### config.mk
export PLATFORM = sky130hd
export DESIGN_NAME = triggered_henon_map_oscillator
export DESIGN_NICKNAME = d
export VERILOG_FILES = /design/src/sv/hmo_pkg.sv /design/src/sv/triggered_henon_map_oscillator.sv /design/src/sv/hmo_sequencer.sv /design/src/sv/hmo_datapath.sv
export SDC_FILE = /design/constraint.sdc
export NUM_CORES = 2
export LEC_CHECK = 0
export BUFFER_PORTS_ARGS = -buffer_cell sky130_fd_sc_hd__buf_2
export CAP_MARGIN = 30
export CORE_ASPECT_RATIO = 2
export CORE_UTILIZATION = 56
export CTS_CLUSTER_DIAMETER = 150
export DETAILED_ROUTE_END_ITERATION = 10
export PLACE_DENSITY = 0.79
export SLEW_MARGIN = 40
export SYNTH_ARGS = -nofsm -noshare
export SYNTH_HDL_FRONTEND = slang
export SYNTH_SLANG_ARGS = --single-unit
### constraint.sdc
create_clock -name clk -period 27 [get_ports clk]
set_input_delay 1.35 -clock clk [delete_from_list [all_inputs] [get_ports clk]]
set_output_delay 1.35 -clock clk [all_outputs]
set_load 0.005 [all_outputs]
### src/sv/hmo_pkg.sv
// Shared types, constants and the microcode table of the triggered Henon-map oscillator.
package hmo_pkg;

  localparam int VALUE_WIDTH  = 32;
  localparam int SAMPLE_WIDTH = 24;
  localparam int FRAC_BITS    = VALUE_WIDTH - 4;
  localparam int PROD_WIDTH   = 2 * VALUE_WIDTH;

  localparam int CFG_INDEX_WIDTH = 3;
  localparam int IN_DATA_WIDTH   = ((SAMPLE_WIDTH + 7) / 8) * 8;
  localparam int OUT_FIELD_WIDTH = 2 * VALUE_WIDTH + 3;
  localparam int OUT_DATA_WIDTH  = ((OUT_FIELD_WIDTH + 7) / 8) * 8;

  // Reset values are held in Q3.28 and rescaled to FRAC_BITS, toward zero.
  localparam int SCALE_UP   = (FRAC_BITS >= 28) ? FRAC_BITS - 28 : 0;
  localparam int SCALE_DOWN = (FRAC_BITS >= 28) ? 0 : 28 - FRAC_BITS;

  localparam logic signed [VALUE_WIDTH-1:0] COEF_A_RESET =
    VALUE_WIDTH'((longint'(375809638) <<< SCALE_UP) / (longint'(1) <<< SCALE_DOWN));
  localparam logic signed [VALUE_WIDTH-1:0] COEF_B_RESET =
    VALUE_WIDTH'((longint'(80530637) <<< SCALE_UP) / (longint'(1) <<< SCALE_DOWN));
  localparam logic signed [VALUE_WIDTH-1:0] FIRST_THR_RESET =
    VALUE_WIDTH'((longint'(50843286) <<< SCALE_UP) / (longint'(1) <<< SCALE_DOWN));
  localparam logic signed [VALUE_WIDTH-1:0] SECOND_THR_RESET =
    VALUE_WIDTH'((longint'(-91108604) <<< SCALE_UP) / (longint'(1) <<< SCALE_DOWN));

  localparam logic signed [VALUE_WIDTH-1:0] FIX_ONE =
    VALUE_WIDTH'(longint'(1) <<< FRAC_BITS);
  localparam logic signed [VALUE_WIDTH-1:0] VAL_MAX = {1'b0, {(VALUE_WIDTH-1){1'b1}}};
  localparam logic signed [VALUE_WIDTH-1:0] VAL_MIN = {1'b1, {(VALUE_WIDTH-1){1'b0}}};

  // Configuration register indexes.
  typedef enum logic [CFG_INDEX_WIDTH-1:0] {
    REG_COEF_A     = 3'd0,
    REG_COEF_B     = 3'd1,
    REG_FIRST_THR  = 3'd2,
    REG_SECOND_THR = 3'd3,
    REG_START_X    = 3'd4,
    REG_START_Y    = 3'd5
  } cfg_reg_t;

  // Request kinds carried on the input tuser.
  localparam logic REQ_TRIGGER = 1'b0;
  localparam logic REQ_RESTORE = 1'b1;

  typedef struct packed {
    logic signed [VALUE_WIDTH-1:0] coef_a;
    logic signed [VALUE_WIDTH-1:0] coef_b;
    logic signed [VALUE_WIDTH-1:0] first_thr;
    logic signed [VALUE_WIDTH-1:0] second_thr;
    logic signed [VALUE_WIDTH-1:0] start_x;
    logic signed [VALUE_WIDTH-1:0] start_y;
  } cfg_regs_t;

  typedef struct packed {
    logic signed [VALUE_WIDTH-1:0] x;
    logic signed [VALUE_WIDTH-1:0] y;
    logic                          pulse_one;
    logic                          pulse_two;
  } map_state_t;

  // Multiplier operand selection.
  typedef enum logic [1:0] {
    MUL_NONE = 2'd0,
    MUL_XX   = 2'd1,
    MUL_BX   = 2'd2,
    MUL_AT   = 2'd3
  } mul_sel_t;

  localparam int STEP_WIDTH = 3;
  typedef logic [STEP_WIDTH-1:0] step_t;

  localparam step_t STEP_SQUARE  = 3'd0;
  localparam step_t STEP_BX      = 3'd1;
  localparam step_t STEP_AT      = 3'd2;
  localparam step_t STEP_UPDATE  = 3'd3;
  localparam step_t STEP_PULSE   = 3'd4;
  localparam step_t STEP_EMIT    = 3'd5;
  localparam step_t STEP_RESTORE = 3'd6;

  typedef struct packed {
    mul_sel_t mul_sel;
    logic     ld_temp;      // keep the saturated square
    logic     ld_new_y;     // keep b*x
    logic     ld_map;       // write the new point
    logic     ld_pulse;     // update both pulses from the new point
    logic     ld_start;     // reload the start point
    logic     emit;         // hand a result to the output register
    logic     jump_no_rise; // jump to target when the trigger did not rise
    logic     last;         // final word of the program
    step_t    target;
  } ctrl_t;

  localparam ctrl_t CTRL_NOP = '{mul_sel: MUL_NONE, target: STEP_SQUARE, default: 1'b0};

  function automatic ctrl_t ucode(input step_t step);
    ctrl_t w;
    w = CTRL_NOP;
    case (step)
      STEP_SQUARE: begin
        w.mul_sel      = MUL_XX;
        w.jump_no_rise = 1'b1;
        w.target       = STEP_EMIT;
      end
      STEP_BX: begin
        w.mul_sel = MUL_BX;
        w.ld_temp = 1'b1;
      end
      STEP_AT: begin
        w.mul_sel  = MUL_AT;
        w.ld_new_y = 1'b1;
      end
      STEP_UPDATE: begin
        w.ld_map = 1'b1;
      end
      STEP_PULSE: begin
        w.ld_pulse = 1'b1;
      end
      STEP_EMIT: begin
        w.emit = 1'b1;
        w.last = 1'b1;
      end
      STEP_RESTORE: begin
        w.ld_start = 1'b1;
        w.last     = 1'b1;
      end
      default: begin
        w.last = 1'b1;
      end
    endcase
    return w;
  endfunction

endpackage

### src/sv/triggered_henon_map_oscillator.sv
// Top level of the triggered Henon-map oscillator: ports, registers and result buffer.
//
// Use: each request on the s_axis side is either a trigger sample (tuser low,
// the signed sample in tdata) or a restore request (tuser high). A trigger
// sample that is strictly greater than the previous one advances the map once,
// x' = 1 - a*x*x + y and y' = b*x in saturating signed fixed point, and then
// refreshes the two fixed-point pulses. Every trigger sample yields one result
// on the m_axis side: x, y, the sign of x and both pulses. A restore request
// reloads x and y from the start registers and yields no result.
// Timing: a rising sample passes the square, b*x, a*s, update, pulse and emit
// steps in turn and reaches the result register at the emit step; the next
// request is taken only after that, as the single shared multiplier forms
// x*x, b*x and a*s in turn under a short microcode program. A sample that does
// not rise goes from the square step straight to the emit step; a restore
// request holds the sequencer for its restore step only.
// s_axis_tready is high whenever the sequencer is idle, so a new request is
// taken while a finished result still waits in the output register. If the
// receiver stalls, the sequencer holds at its emit step until the register is
// free. Reset clears the map point, the pulses and the previous sample and
// loads the default registers; the always-ready configuration port should only
// be written while the block is idle, and unknown indexes are ignored.
module triggered_henon_map_oscillator (
  input  logic                                 clk,
  input  logic                                 rst,
  // Input requests.
  input  logic                                 s_axis_tvalid,
  output logic                                 s_axis_tready,
  input  logic [hmo_pkg::IN_DATA_WIDTH-1:0]    s_axis_tdata,  // [23:0] trig_sample
  input  logic                                 s_axis_tuser,  // [0] req_type
  // Results.
  output logic                                 m_axis_tvalid,
  input  logic                                 m_axis_tready,
  // [31:0] x_value, [63:32] y_value, [64] x_sign_high, [65] first_pulse,
  // [66] second_pulse, rest zero.
  output logic [hmo_pkg::OUT_DATA_WIDTH-1:0]   m_axis_tdata,
  // Configuration writes.
  input  logic                                 cfg_valid,
  output logic                                 cfg_ready,
  input  logic [hmo_pkg::CFG_INDEX_WIDTH-1:0]  cfg_index,
  input  logic [hmo_pkg::VALUE_WIDTH-1:0]      cfg_data
);

  localparam int VW = hmo_pkg::VALUE_WIDTH;

  hmo_pkg::cfg_regs_t  cfg;
  hmo_pkg::ctrl_t      ctrl;
  hmo_pkg::map_state_t map_state;
  logic                busy;
  logic                accept;
  logic                out_free;
  logic                out_valid;
  logic [hmo_pkg::OUT_DATA_WIDTH-1:0] out_data;

  assign cfg_ready     = 1'b1;
  assign s_axis_tready = !busy;
  assign accept        = s_axis_tvalid && !busy;
  // The result register is free when empty or being drained this cycle.
  assign out_free      = !out_valid || m_axis_tready;

  // Configuration register file.
  always_ff @(posedge clk) begin
    if (rst) begin
      cfg.coef_a     <= hmo_pkg::COEF_A_RESET;
      cfg.coef_b     <= hmo_pkg::COEF_B_RESET;
      cfg.first_thr  <= hmo_pkg::FIRST_THR_RESET;
      cfg.second_thr <= hmo_pkg::SECOND_THR_RESET;
      cfg.start_x    <= '0;
      cfg.start_y    <= '0;
    end else if (cfg_valid) begin
      case (hmo_pkg::cfg_reg_t'(cfg_index))
        hmo_pkg::REG_COEF_A:     cfg.coef_a     <= cfg_data;
        hmo_pkg::REG_COEF_B:     cfg.coef_b     <= cfg_data;
        hmo_pkg::REG_FIRST_THR:  cfg.first_thr  <= cfg_data;
        hmo_pkg::REG_SECOND_THR: cfg.second_thr <= cfg_data;
        hmo_pkg::REG_START_X:    cfg.start_x    <= cfg_data;
        hmo_pkg::REG_START_Y:    cfg.start_y    <= cfg_data;
        default: begin
        end
      endcase
    end
  end

  hmo_sequencer u_sequencer (
    .clk         (clk),
    .rst         (rst),
    .accept      (accept),
    .req_restore (s_axis_tuser == hmo_pkg::REQ_RESTORE),
    .trig_sample (s_axis_tdata[hmo_pkg::SAMPLE_WIDTH-1:0]),
    .out_free    (out_free),
    .busy        (busy),
    .ctrl        (ctrl)
  );

  hmo_datapath u_datapath (
    .clk       (clk),
    .rst       (rst),
    .ctrl      (ctrl),
    .cfg       (cfg),
    .map_state (map_state)
  );

  // Result register; the emit step loads it only when it is free.
  always_ff @(posedge clk) begin
    if (rst) begin
      out_valid <= 1'b0;
    end else if (ctrl.emit) begin
      out_valid <= 1'b1;
    end else if (m_axis_tready) begin
      out_valid <= 1'b0;
    end
  end

  always_ff @(posedge clk) begin
    if (ctrl.emit) begin
      out_data <= hmo_pkg::OUT_DATA_WIDTH'({map_state.pulse_two,
                                            map_state.pulse_one,
                                            !map_state.x[VW-1],
                                            map_state.y,
                                            map_state.x});
    end
  end

  assign m_axis_tvalid = out_valid;
  assign m_axis_tdata  = out_data;

endmodule

### src/sv/hmo_sequencer.sv
// Step counter, trigger edge detection and microcode fetch for the oscillator.
module hmo_sequencer (
  input  logic                                     clk,
  input  logic                                     rst,
  input  logic                                     accept,
  input  logic                                     req_restore,
  input  logic signed [hmo_pkg::SAMPLE_WIDTH-1:0]  trig_sample,
  input  logic                                     out_free,
  output logic                                     busy,
  output hmo_pkg::ctrl_t                           ctrl
);

  typedef enum logic {SEQ_IDLE, SEQ_RUN} seq_state_t;

  seq_state_t                              state;
  hmo_pkg::step_t                          pc;
  logic                                    rise;
  logic signed [hmo_pkg::SAMPLE_WIDTH-1:0] last_trigger;
  hmo_pkg::ctrl_t                          word;
  logic                                    fire;

  assign word = hmo_pkg::ucode(pc);
  // Only the emit step can stall, and only while the output register is full and not being drained.
  assign fire = (state == SEQ_RUN) && (!word.emit || out_free);
  assign busy = (state == SEQ_RUN);

  always_comb begin
    ctrl = word;
    if (!fire) begin
      ctrl = hmo_pkg::CTRL_NOP;
    end
  end

  always_ff @(posedge clk) begin
    if (rst) begin
      state        <= SEQ_IDLE;
      pc           <= hmo_pkg::STEP_SQUARE;
      rise         <= 1'b0;
      last_trigger <= '0;
    end else begin
      case (state)
        SEQ_IDLE: begin
          if (accept) begin
            state <= SEQ_RUN;
            if (req_restore) begin
              pc <= hmo_pkg::STEP_RESTORE;
            end else begin
              pc           <= hmo_pkg::STEP_SQUARE;
              rise         <= trig_sample > last_trigger;
              last_trigger <= trig_sample;
            end
          end
        end
        SEQ_RUN: begin
          if (fire) begin
            if (word.last) begin
              state <= SEQ_IDLE;
            end else if (word.jump_no_rise && !rise) begin
              pc <= word.target;
            end else begin
              pc <= pc + 1'b1;
            end
          end
        end
        default: begin
          state <= SEQ_IDLE;
        end
      endcase
    end
  end

  a_restore_entry: assert property (@(posedge clk) disable iff (rst)
    (state == SEQ_IDLE && accept && req_restore) |=> (pc == hmo_pkg::STEP_RESTORE))
    else $error("restore request did not enter the restore step");

  a_emit_has_room: assert property (@(posedge clk) disable iff (rst)
    ctrl.emit |-> out_free)
    else $error("result emitted into a full output register");

  a_update_needs_rise: assert property (@(posedge clk) disable iff (rst)
    (ctrl.ld_map || ctrl.ld_pulse) |-> rise)
    else $error("map advanced without a rising trigger");

endmodule

### src/sv/hmo_datapath.sv
// Shared multiplier, saturation and map state of the oscillator.
module hmo_datapath (
  input  logic                clk,
  input  logic                rst,
  input  hmo_pkg::ctrl_t      ctrl,
  input  hmo_pkg::cfg_regs_t  cfg,
  output hmo_pkg::map_state_t map_state
);

  localparam int VW = hmo_pkg::VALUE_WIDTH;
  localparam int PW = hmo_pkg::PROD_WIDTH;
  localparam int FB = hmo_pkg::FRAC_BITS;
  localparam int SW = VW + 2;

  // Scale a full product back to the value format, rounding down, and clamp.
  function automatic logic signed [VW-1:0] sat_prod(input logic signed [PW-1:0] p);
    logic [PW-FB-VW:0] hi;
    hi = p[PW-1:FB+VW-1];
    if (&hi || ~|hi) begin
      return p[FB+VW-1:FB];
    end else if (p[PW-1]) begin
      return hmo_pkg::VAL_MIN;
    end else begin
      return hmo_pkg::VAL_MAX;
    end
  endfunction

  logic signed [VW-1:0] map_x;
  logic signed [VW-1:0] map_y;
  logic                 pulse_one;
  logic                 pulse_two;
  logic signed [PW-1:0] prod;
  logic signed [VW-1:0] temp;
  logic signed [VW-1:0] new_y;
  logic signed [VW-1:0] op_a;
  logic signed [VW-1:0] op_b;
  logic signed [VW-1:0] prod_sat;
  logic signed [SW-1:0] sum;
  logic signed [VW-1:0] new_x;

  always_comb begin
    case (ctrl.mul_sel)
      hmo_pkg::MUL_XX: begin
        op_a = map_x;
        op_b = map_x;
      end
      hmo_pkg::MUL_BX: begin
        op_a = cfg.coef_b;
        op_b = map_x;
      end
      hmo_pkg::MUL_AT: begin
        op_a = cfg.coef_a;
        op_b = temp;
      end
      default: begin
        op_a = map_x;
        op_b = map_x;
      end
    endcase
  end

  assign prod_sat = sat_prod(prod);

  // x' = 1 - a*x*x + y: the sum of the clamped product and y is formed exactly and clamped once.
  always_comb begin
    sum = SW'(hmo_pkg::FIX_ONE) - SW'(prod_sat) + SW'(map_y);
    if (&sum[SW-1:VW-1] || ~|sum[SW-1:VW-1]) begin
      new_x = sum[VW-1:0];
    end else if (sum[SW-1]) begin
      new_x = hmo_pkg::VAL_MIN;
    end else begin
      new_x = hmo_pkg::VAL_MAX;
    end
  end

  always_ff @(posedge clk) begin
    if (ctrl.mul_sel != hmo_pkg::MUL_NONE) begin
      prod <= PW'(op_a) * PW'(op_b);
    end
    if (ctrl.ld_temp) begin
      temp <= prod_sat;
    end
    if (ctrl.ld_new_y) begin
      new_y <= prod_sat;
    end
  end

  always_ff @(posedge clk) begin
    if (rst) begin
      map_x     <= '0;
      map_y     <= '0;
      pulse_one <= 1'b0;
      pulse_two <= 1'b0;
    end else begin
      if (ctrl.ld_start) begin
        map_x <= cfg.start_x;
        map_y <= cfg.start_y;
      end else if (ctrl.ld_map) begin
        map_x <= new_x;
        map_y <= new_y;
      end
      if (ctrl.ld_pulse) begin
        if (!map_x[VW-1]) begin
          pulse_one <= map_y >= cfg.first_thr;
          pulse_two <= 1'b0;
        end else begin
          pulse_one <= 1'b0;
          pulse_two <= map_y >= cfg.second_thr;
        end
      end
    end
  end

  assign map_state.x         = map_x;
  assign map_state.y         = map_y;
  assign map_state.pulse_one = pulse_one;
  assign map_state.pulse_two = pulse_two;

endmodule

==> metrics <==
Worst-Margin Slew=1000 ps; H-Tree Depth=2; post-cts sizing count=0; Top cell by count, worst path=fa_1; post-synthesis cell area=0.0566 mm²; Vias/cell=6.18; gr ovfl total=0; Worst Path Buf+Inv=7; static leakage=28.0 nW; CP arrival=11930 ps; root buffer cell=clkbuf_16; slowest cell on the critical path=o21bai_1; Hold Buf Count CTS=0; TNS Setup=0 ps; die area=0.102 mm²; wire per inst=27.5 µm; placed cell area=0.0589 mm²; met1 usage=0.421; CTS tree=yes; count of cell types in the netlist=78; maximum fanout along the worst path=62; synth warn=0; Power Dens Cells=29.9 mW/mm²; # DRC=0; first-pass GRT wire length=309000 µm; area growth from synthesis to layout=6.48%; ys flop type=dfxtp_1; fin crit share=0.430; synthesized flop and latch total=455; fraction of registers with async set/reset=0; Design Power=1.80 mW; Fin Clk Skew=29.5 ps; sequential area share after synthesis=0.190; Final Hold Viols=0; placed wire-length estimate=155000 µm; Final Wtd Congestion=1.08; Pins Over Slew Limit=0; layout net count=7754; Worst-Skew Late Latency=580 ps; die boundary height=452 µm; CTS clk-pin slew, worst paths=80 ps; CP delay by family, top=adder cells; 1st-pass router iterations=9; storage element area=0.0108 mm²; Final Util=0.603; # IOs=140; critical path launch point type=register; PortBufs=133; vias in the first global route=50300; Initial Util=0.566; FMAX=0.0862 GHz; postcts setup bufs=0; Final Instance Area=0.0603 mm²; overall routed net length=210000 µm; CP Capture Type=register; status=completed; ANT nets after route=0; largest net degree at the start of global routing=130; detailed-route via count=47200; Final Critical Period=11600 ps; ratio of cells with drive above 1 in the final layout=0.0688; Num CTS Buffers=37; met2 usage=0.699; CP peak stage delay=810 ps; Mapped Cells=6279; Post-Syn Area per Cell=9.02 µm²; HP Class=register to register; RSZ-0062 raised after global routing=no; busiest layer in global routing=met2; met3 Resource Use GR=0.121; initial antenna violation count=19; number of DRC markers in iteration 0=4590; max_slew headroom=0.330; TritonCTS Sinks=455; Final setup viols=0; row count=164; Max Cap Viol=0; # fillers=8390; core footprint=0.0999 mm²; Die Width=227 µm; Worst EP required=27330 ps; EDFF count, synth=167; clk buf depth=3; Peak VDD IR=45.5 µV; GRT Total Usage=0.424; WS Path Type=register to register; multi-input logic area=0.0405 mm²
-- logic make-up after synthesis --
logic type,count (synthesis),share of synthesized area
simple gates,2031,0.146
compound gates,764,0.0847
mux,58,0.0109
fa+ha+maj,1419,0.457
buf+inv,1474,0.0985
flops,455,0.190
other cells,2,0.000133
xor+xnor,76,0.0118
-- cells in the final DEF (no fill, tap or decap), types with 18 or more instances in the layout --
cell type | netlist | layout
inv_1 | 1155 | 1154
nand2_1 | 1155 | 1152
fa_1 | 1082 | 1082
nor2_1 | 620 | 616
a21oi_1 | 384 | 373
ha_1 | 337 | 337
dfxtp_1 | 288 | 288
edfxtp_1 | 167 | 167
buf_2 | 8 | 132
buf_4 | 7 | 128
a21o_1 | 115 | 113
o21ai_0 | 69 | 67
xnor2_1 | 51 | 51
nand3b_1 | 45 | 45
nand3_1 | 46 | 44
clkbuf_16 | 0 | 40
nand4_1 | 39 | 39
a311oi_1 | 36 | 36
mux2_2 | 29 | 27
xor2_1 | 25 | 25
nand2b_1 | 21 | 20
and3_1 | 20 | 20
a31oi_1 | 19 | 19
nor3_1 | 20 | 18
-- synth_stat cells (all sizes together) (19+ instances only) --
| cell type | number | area (µm²) |
|---|---|---|
| and3 | 21 | 136 |
| mux2 | 29 | 327 |
| nand3 | 46 | 230 |
| dfxtp | 288 | 5770 |
| inv | 1155 | 4340 |
| xnor2 | 51 | 447 |
| nand2 | 1155 | 4340 |
| a311oi | 36 | 315 |
| nand3b | 45 | 338 |
| nor2 | 620 | 2330 |
| nand2b | 21 | 131 |
| edfxtp | 167 | 5010 |
| xor2 | 25 | 219 |
| fa | 1082 | 21700 |
| buf | 28 | 149 |
| a21o | 115 | 863 |
| o21ai | 73 | 369 |
| nor3 | 20 | 100 |
| mux2i | 29 | 290 |
| a31oi | 19 | 119 |
| a21oi | 385 | 1930 |
| clkbuf | 291 | 1090 |
| ha | 337 | 4220 |
| nand4 | 40 | 256 |
-- layout make-up --
cell class	instances	area share
Antenna cell	15	0.000623
Clock buffer	47	0.0174
Clock inverter	20	0.00282
Inverter	1155	0.0719
Multi-Input combinational cell	4354	0.672
Sequential cell	455	0.179
Tap cell	1328	0.0276
Timing Repair Buffer	267	0.0286
-- worst reg2reg max path, delay by kind of cell, from the launching register on --
family,cells,cell delay [ps]
DFF,1,530
adders and majority gates,10,4970
AOI/OAI and AO/OA,8,2870
buffers and inverters,7,1330
xor gates and xnor gates,1,180
and+or+nand+nor,6,1450
-- final timing paths --
check | from | to | slack (ps) | cells after the start
worst max-delay path | u_sequencer.pc[0] | u_datapath.prod[60] | 15400 | 32
worst max register to register | u_sequencer.pc[0] | u_datapath.prod[60] | 15400 | 32
worst min-delay path | u_datapath.pulse_one | m_axis_tdata[65] | 430 | 0
worst min register to register | u_datapath.pulse_one | m_axis_tdata[65] | 430 | 0
-- flip-flops by register name, summed over array words and instances (netlist names), 3 cells and up --
name	count
u_datapath.prod	36
u_datapath.map_y	32
u_sequencer.last_trigger	24
u_datapath.new_y	32
u_datapath.temp	32
u_sequencer.pc	3
u_datapath.map_x	32
m_axis_tdata	67
cfg	192
-- power by group --
group          switching (mW)  internal, mW  leakage (nW)
registers              0.0175         0.743          3.92
clock network           0.272         0.290         0.594
logic                   0.346         0.136          23.4
-- through the flow --
| stage | setup slack [ps] | std cells | hold WS (ps) |
|---|---|---|---|
| after floorplan | 17550 | 6283 | 409 |
| after global placement | 15920 | 7557 | 415 |
| after detailed placement | 15760 | 7558 | 419 |
| after CTS | 15780 | 7625 | 438 |
| after global routing | 15150 | 7633 | 445 |
| final | 15400 | 7641 | 432 |
-- per-layer routing --
metal	share of wire	vias up
met5	0.00014	-
met4	0.12	4
met3	0.11	1416
met2	0.48	3258
met1	0.29	23200
li1	-	19300
(Power assumes the default switching activity.)
